===== src/lsd_pkg.sv =====
// Shared types and constants for the per-object LRU stack distance block.
`timescale 1ns / 1ps

package lsd_pkg;

    localparam int NUM_OBJECTS = 64;
    localparam int MAX_DEPTH   = 16;

    localparam int OBJ_W   = 6;
    localparam int KEY_W   = 32;
    localparam int SIZE_W  = 5;
    localparam int DEPTH_W = 5;

    localparam int CNT_W  = $clog2(MAX_DEPTH + 1);
    localparam int POS_W  = (MAX_DEPTH > 1) ? $clog2(MAX_DEPTH) : 1;
    localparam int ROW_AW = (NUM_OBJECTS > 1) ? $clog2(NUM_OBJECTS) : 1;
    localparam int EXT_W  = ((CNT_W > SIZE_W) ? CNT_W : SIZE_W) + 1;

    localparam logic [SIZE_W-1:0] LIST_CAP_RESET = SIZE_W'(16);

    typedef logic [MAX_DEPTH-1:0][KEY_W-1:0] row_t;

    typedef struct packed {
        logic [CNT_W-1:0] count;
        row_t             entries;
    } mem_word_t;

    typedef struct packed {
        logic               wr_en;
        logic [CNT_W-1:0]   count;
        row_t               entries;
        logic [DEPTH_W-1:0] depth;
    } upd_t;

    typedef enum logic {
        ST_IDLE,
        ST_UPDATE
    } state_t;

endpackage


===== src/lsd_row_update.sv =====
// Row update: parallel key search, move-to-front shift and reuse depth.
`timescale 1ns / 1ps

module lsd_row_update (
    input  lsd_pkg::mem_word_t             rd_word,
    input  logic [lsd_pkg::KEY_W-1:0]      key,
    input  logic                           active,
    input  logic [lsd_pkg::SIZE_W-1:0]     list_cap,
    output lsd_pkg::upd_t                  upd
);
    import lsd_pkg::*;

    logic [CNT_W-1:0]     n;
    logic [EXT_W-1:0]     eff;
    logic [EXT_W-1:0]     n_plus;
    logic [CNT_W-1:0]     new_count;
    logic [MAX_DEPTH-1:0] hit;
    logic                 hit_any;
    logic [POS_W-1:0]     pos;
    logic [CNT_W-1:0]     lim;
    logic [EXT_W-1:0]     depth_ext;

    always_comb begin
        n = (EXT_W'(rd_word.count) > EXT_W'(MAX_DEPTH)) ? CNT_W'(MAX_DEPTH) : rd_word.count;
        eff = (EXT_W'(list_cap) > EXT_W'(MAX_DEPTH)) ? EXT_W'(MAX_DEPTH)
                                                     : EXT_W'(list_cap);

        for (int i = 0; i < MAX_DEPTH; i++) begin
            hit[i] = (CNT_W'(i) < n) && (rd_word.entries[i] == key);
        end
        hit_any = |hit;

        // first match from the front wins
        pos = '0;
        for (int i = MAX_DEPTH - 1; i >= 0; i--) begin
            if (hit[i]) begin
                pos = POS_W'(i);
            end
        end

        // drop the last entry when the list would overflow
        n_plus    = EXT_W'(n) + EXT_W'(1);
        new_count = (n_plus > eff) ? n : CNT_W'(n_plus);

        lim = hit_any ? (CNT_W'(pos) + CNT_W'(1)) : new_count;

        upd.entries[0] = (lim != '0) ? key : rd_word.entries[0];
        for (int j = 1; j < MAX_DEPTH; j++) begin
            upd.entries[j] = (CNT_W'(j) < lim) ? rd_word.entries[j-1] : rd_word.entries[j];
        end

        upd.count = hit_any ? rd_word.count : new_count;
        upd.wr_en = active;

        depth_ext = hit_any ? (EXT_W'(pos) + EXT_W'(1)) : (eff + EXT_W'(1));
        upd.depth = active ? depth_ext[DEPTH_W-1:0] : '0;
    end

endmodule


===== config.mk =====
export PLATFORM = sky130hd
export DESIGN_NAME = lsd_row_update
export DESIGN_NICKNAME = d
export VERILOG_FILES = /design/src/lsd_pkg.sv /design/src/lsd_row_update.sv
export SDC_FILE = /design/constraint.sdc
export NUM_CORES = 1
export LEC_CHECK = 0
export CORE_AREA = 3 3 416 418
export DETAILED_ROUTE_END_ITERATION = 10
export DIE_AREA = 0 0 419 421
export DONT_BUFFER_PORTS = 1
export PLACE_DENSITY = 0.33
export SYNTH_ARGS = -nofsm -noshare
export SYNTH_HDL_FRONTEND = slang
export SYNTH_SLANG_ARGS = --single-unit

===== constraint.sdc =====
create_clock -name vclk -period 6.8
set_clock_uncertainty 0.1 [all_clocks]
set_input_delay 0.34 -clock vclk [all_inputs]
set_output_delay 0.34 -clock vclk [all_outputs]
set_load 0.02 [all_outputs]

After elaboration in Yosys (flattened, before gate mapping)
Cells that the tools add are included.
- output and inout bits: 523
- logic and storage cells: 111
- flip-flop bits (word level): 0
- input bits: 555
- add/sub/neg operators: 4
- equality and inequality tests: 16
- reductions and logical operators: 18
- magnitude comparators: 34
- mux-type cells: 39
- operators with widths (operator ; number):
    32-bit == test ; 16
    32-bit two-way mux ; 16
    4-bit by 5-bit < comparator with 1-bit output (first input constant) ; 16
    4-bit two-way mux ; 16
    3-bit by 5-bit < comparator with 1-bit output (first input constant) ; 8
    5-bit two-way mux ; 7
    2-bit by 5-bit < comparator with 1-bit output (first input constant) ; 4
    1-bit logical AND ; 16
    16-bit OR reduction ; 1
    1-bit by 5-bit < comparator with 1-bit output (first input constant) ; 3
    4-bit by 1-bit adder with 5-bit output (second input constant) ; 2
    5-bit > comparator (second input constant) ; 2
    5-bit by 1-bit adder with 6-bit output (second input constant) ; 1
    6-bit by 5-bit > comparator with 1-bit output ; 1
    5-bit by 1-bit adder with 5-bit output (second input constant) ; 1
    5-bit nonzero test ; 1

Logic depth before layout (Yosys ltp)
Gate-level depths: netlist (run 1).
- depth after elaboration: 24
- mapped depth: 22
- gate-level depth less buffers: 17

Worst setup path before layout (run 1)
OpenSTA, ideal clock, no wires.
- path kind: input -> output
- start: input key[19] in the netlist's numbering
- end: output upd[294] in the netlist's numbering
- arrival: 4.699 ns
- cell stages on the path: 21
- setup slack: 1.661 ns
- path buffers: 6
- data required time: 6.360 ns
- cell sequence: buf_2 -> buf_2 -> xnor2_1 -> nand4_1 -> or3b_2 -> or3_1 -> o21ai_0 -> a21oi_1 -> o21ai_0 -> a211oi_1 -> o22ai_1 -> ha_1 -> clkbuf_1 -> mux2i_1 -> or3_1 -> buf_2 -> and2_1 -> buf_2 -> a21oi_1 -> buf_4 -> mux2_2
- RTL lines (what ; RTL line ; source):
    start, declared ; lsd_row_update.sv:6 ; input logic [lsd_pkg::KEY_W-1:0] key,
    end, declared ; lsd_row_update.sv:9 ; output lsd_pkg::upd_t upd

==> results.yml, run 1 <==
place:
  place_congestion: 0.900
  place_ws_ns: 0.556
  port_buffers: 0
  placed_cell_area_um2: 17300
  place_inst: 3867
  place_hpwl_mm: 156
routing:
  wl_per_cell_um: 47.4
  dr.pass1.iters: 7
  wl_mm: 186
  drc: 0
  drtIter0Drc: 1821
  num_vias: 16600
  avgViaCountPerCell: 4.23
  drtAntennaViolNets: 0
setup_path:
  path_class: "primary input to output pin"
  slowest_delay_ns: 0.84
  cp.arrival_ns: 5.71
  cp.required_ns: 6.36
  cp-start-kind: "primary input"
  critPathMaxFanout: 32
  cp_slowest_cell: "a21o_2"
  cp-end-kind: "output pin"
  crit_chain: "xnor2_1 > nand4_1 > or3b_2 > or3_1 > o21ai_0 > a21oi_1 > o21ai_0 > a211oi_1 > o22ai_1 > ha_1 > nor3_1 > a221oi_1 > o21a_1 > or3_1 > a21o_2 > mux2_2"
logic_synthesis:
  synth_top_cell_by_area: "mux2_2"
  ys_warn_count: 0
  avgSynthCellArea_um2: 8.46
  synth_area_um2: 14700
  yosys-top-cells-area: "mux2_2 (26%), xor2_1 (18%), xnor2_1 (13%), mux2_1 (11%), nor4_1 (5.3%)"
  synthDistinctLibCells: 63
  synth_top_cell_area_share_pct: 26.0
  synth_fp_nets: 2297
  seq_area_frac_synth_pct: 0
  synthCells: 1734
timing:
  post-route-min-period_ns: 6.15
  rsz0062_at_grt: "false"
  fmax_mhz: 163
  max_slew_margin_pct: 25.5
  layout_setup_ws_ns: 0.646
  tns_ns: 0
  tightest_slew_ns: 1.12
  setup_violations: 0
  drv_slew: 0
  hold_violations: 0
  fin_crit_sh_pct: 90.5
finish:
  regArea_um2: 0
  nets: 2214
  seq_cells: 0
  syn_to_final_growth_pct: 18.6
  instances_no_fill: 3920
  drive_gt1_share_pct: 26.7
  finalInstanceArea_um2: 17400
  clockBufferCount: 0
floorplan:
  die_h_um: 421
  rows: 151
  dieWidth_um: 419
  core_um2: 169000
  start_util_pct: 8.66
  num_io_pins: 1078
  dieArea_um2: 176000
cts:
  postCtsSetupBuffers: 0
  hold_buffers: 0
  cts_resized: 0
power_and_ir_drop:
  cellPowerDensity_nw_per_um2: 103
  leakage_uw: 0.00505
  ir_drop_uv: 41.3
run_status:
  outcome: "completed"
grt:
  grt.total_usage_pct: 19.9
  antenna_found_initial: 62
  grt_max_degree: 35
  grt_overflow: 0
  grt_pass1_wl_mm: 224
  grt_pass1_vias: 16400
worst_hold_path:
  hp-class: "primary input to output pin"
job:
  drv_cap: 0
## through the flow
step | utilization (%) | power (uW) | hold WS (ns)
4_1_cts | 10.2 | 1790 | 0.591
2_1_floorplan | - | 1500 | 0.693
6_report | 10.3 | 1790 | 0.592
3_3_place_gp | 10.2 | 1790 | 0.591
3_5_place_dp | 10.2 | 1780 | 0.591
5_1_grt | 10.2 | 1880 | 0.590
## layout make-up
cell class	instances	area, um2
diodes	53	133
fillers	19600	152000
inverters	11	41.3
multi-input cells	1596	14000
well taps	2218	2780
repair buffers	42	453
## Yosys cell counts (23+ instances only)
cell     instances
mux2_2         339
xnor2_1        224
nand2_1         50
mux2_1         146
xor2_1         297
buf_2           87
mux2_4          30
buf_4           23
nand3_1         36
nand4_1         97
nor2_1          51
nor3_1          33
nor4_1         125
## power breakdown
group,switching (uW),internal [uW]
logic,1150,638
clock network,0,0.00113
registers,0,0
total,1150,638
## critical path, delay by kind of cell
kind,cells,cell delay (ns)
simple gates,5,1.41
xor+xnor,1,0.24
fa+ha+maj,1,0.40
mux,1,0.52
compound gates,8,2.62
## placed cells by master (no fill, tap or decap), types with 3 or more instances in the layout
| master | n |
|---|---|
| nand4b_1 | 9 |
| or4_1 | 10 |
| nor4_1 | 124 |
| o211ai_1 | 4 |
| or3_1 | 9 |
| nand4_1 | 97 |
| a211oi_1 | 3 |
| mux2_2 | 339 |
| nor3b_1 | 4 |
| mux2_1 | 146 |
| nor3_1 | 32 |
| o21ai_0 | 6 |
| or4bb_1 | 3 |
| mux2_4 | 30 |
| and3_1 | 5 |
| nand2b_1 | 8 |
| mux2i_1 | 4 |
| a21oi_1 | 13 |
| buf_12 | 11 |
| a21o_1 | 5 |
| nand2_1 | 50 |
| buf_4 | 31 |
| and2_1 | 3 |
| ha_1 | 8 |
| nor2b_1 | 7 |
| inv_1 | 11 |
| and4_1 | 6 |
| or2_2 | 6 |
| nor4b_1 | 8 |
| nor2_1 | 50 |
| xor2_1 | 297 |
| xnor2_1 | 224 |
| diode_2 | 53 |
| o21a_1 | 5 |
| nand3_1 | 35 |
## layer usage
layer / routed length (um) / track usage (%) / part of all wire [%] / vias up
li1: - / - / - / 6250
met1: 72300 / 23.6 / 39 / 8694
met2: 88200 / 32.9 / 48 / 1420
met3: 19000 / 7.34 / 10 / 198
met4: 5900 / 6.59 / 3.2 / 8
met5: 159 / 0.301 / 0.086 / -
## kinds of logic after synthesis
logic type / share of synthesized area [%]
compound gates: 3.06
xor+xnor: 31.1
fa+ha+maj: 0.682
buf+inv: 5.22
mux: 40.6
simple gates: 19.4
## final timing paths
kind / startpoint / end / slack [ns] / cells after the start
worst max-delay path: key[17] / upd[463] / 0.65 / 16
worst min-delay path: active / upd[522] / 0.59 / 0
No activity file was read; power rests on OpenSTA's default activity.
==> run 2, diff against run 1 <==
--- a/config.mk
+++ b/config.mk
@@ -9,7 +9,9 @@
 export DETAILED_ROUTE_END_ITERATION = 10
 export DIE_AREA = 0 0 419 421
 export DONT_BUFFER_PORTS = 1
+export GPL_TIMING_DRIVEN = 0
 export PLACE_DENSITY = 0.33
+export SLEW_MARGIN = 0
 export SYNTH_ARGS = -nofsm -noshare
 export SYNTH_HDL_FRONTEND = slang
 export SYNTH_SLANG_ARGS = --single-unit
==> run 2 against run 1 <==
Combinational power increased by 23%. Via count is 5.3% higher. Count of clock-buffer cells in the layout did not move. Final area up 4.6%. Non-clock buffer count grew 85. Worst setup slack got worse by 0.54 ns. Cell count grew 2.1%. Maximum frequency is 8.1% lower. Flip-flop and latch count did not move. Routed wire length is 15% higher. Total power grew 23%.
==> results.yml, run 2 (synthesis gave the netlist of run 1 again) <==
worst_hold_path:
  hp-class: "primary input to output pin"
timing:
  fin_crit_sh_pct: 98.5
  rsz0062_at_grt: "false"
  hold_violations: 0
  tightest_slew_ns: 1.45
  tns_ns: 0
  setup_violations: 0
  post-route-min-period_ns: 6.70
  fmax_mhz: 149
  max_slew_margin_pct: 2.69
  holdWs_ns: 0.729
  drv_slew: 0
job:
  drv_cap: 0
setup_path:
  cp-start-kind: "primary input"
  cp-end-kind: "output pin"
  cp_slowest_cell: "a211oi_2"
  crit_chain: "buf_6 > buf_8 > xnor2_1 > nand2_1 > nor4_1 > nand3_1 > o21ai_1 > a311oi_4 > nor2_4 > o311ai_0 > a211oi_2 > ha_2 > mux2i_1 > or3_1 > buf_2 > and2_1 > buf_2 > nor2_4 > buf_2 > mux2_2"
  cp.required_ns: 6.36
  slowest_delay_ns: 0.52
  cp.arrival_ns: 6.26
  timing.critical_path.mode_cell: "buf_2"
  path_class: "primary input to output pin"
  critPathMaxFanout: 10
finish:
  regArea_um2: 0
  nFillCells: 19600
  nets: 2299
  finalInstanceArea_um2: 18200
  syn_to_final_growth_pct: 24.1
  final_cell_mix: "mux2_2 (341), xor2_1 (297), xnor2_1 (224)"
  mostFrequentLayoutCell: "mux2_2"
  drive_gt1_share_pct: 30.6
  clockBufferCount: 0
  seq_cells: 0
cts:
  hold_buffers: 0
routing:
  avgViaCountPerCell: 4.36
  wl_mm: 214
  wl_per_cell_um: 53.5
  num_vias: 17500
  drtIter0Drc: 1989
  dr.pass1.iters: 5
  drtAntennaViolNets: 0
  drc: 0
floorplan:
  num_io_pins: 1078
  start_util_pct: 8.66
  dieArea_um2: 176000
  core_um2: 169000
  die_h_um: 421
  rows: 151
  dieWidth_um: 419
grt:
  grt_max_degree: 11
  grt.total_usage_pct: 23.0
  grt_pass1_vias: 16600
  grt_overflow: 0
  antenna_found_initial: 58
  grt_pass1_wl_mm: 253
power_and_ir_drop:
  ir_drop_uv: 50.3
  leakage_uw: 0.00550
  cellPowerDensity_nw_per_um2: 121
place:
  place_congestion: 0.951
  place_hpwl_mm: 177
  placed_cell_area_um2: 17500
  port_buffers: 0
run_status:
  outcome: "completed"
## run 2: cell count changes in the layout (fill, tap and decap cells not counted), moves of 3 or more
cell and delta:
buf_8 +20, diode_2 -4, o21ai_0 -3, buf_4 +5, buf_1 +3, buf_12 -9, buf_6 +32, buf_2 +29
## run 2: metrics by stage
stage | worst slack, ns | util [%] | std cells | total power, uW
finish | 0.104 | 10.7 | 4001 | 2200
global route | 0.0129 | 10.7 | 3980 | 2270
CTS | 0.0141 | 10.7 | 3952 | 2200
detailed placement | -2.83 | 10.3 | 3953 | 2150
global placement | -2.80 | 10.3 | 3952 | 2160
floorplan | 1.66 | - | 1734 | 1500
## run 2: path summary, 6_finish.rpt
check               start       end  slack [ns]  cells past startpoint
setup / recovery  key[23]  upd[384]        0.10                     20
hold / removal     active  upd[522]        0.73                      1
## run 2: timing repair
item / in CTS / in global routing
setup endpoints to repair: 516 / 201
hold endpoints to repair: 0 / 0
setup buffers: 1 / 0
resized for setup: 166 / 3
pin swaps: 2 / 0
## run 2: critical path, delay by kind of cell
family	cells	cell delay, ns
simple gates	7	1.81
buf+inv	5	1.53
compound gates	4	1.32
mux	2	0.57
fa+ha+maj	1	0.37
xor+xnor	1	0.16
## run 2: power breakdown
part	switching [uW]	leakage [uW]	total [uW]	internal, uW
logic	1530	0.00550	2200	671
registers	0	0	0	0
clock network	0	0.000000304	0.00102	0.00102
total	1530	0.00550	2200	671
## run 2: area by class of cell
cell class                 count  area (um2)  area share [%]
antenna                       49         123           0.674
buffer                       125        1140            6.27
inverter                      11        41.3           0.227
timing repair buffer           2        15.0          0.0825
tap                         2218        2780            15.3
multi-input combinational   1596       14100            77.5
## run 2: per-layer routing
metal  routed length [um]  GRT usage (%)
met1                81400           26.5
met2               104000           39.5
met3                21300           8.11
met4                 7410           6.88
met5                   41              0
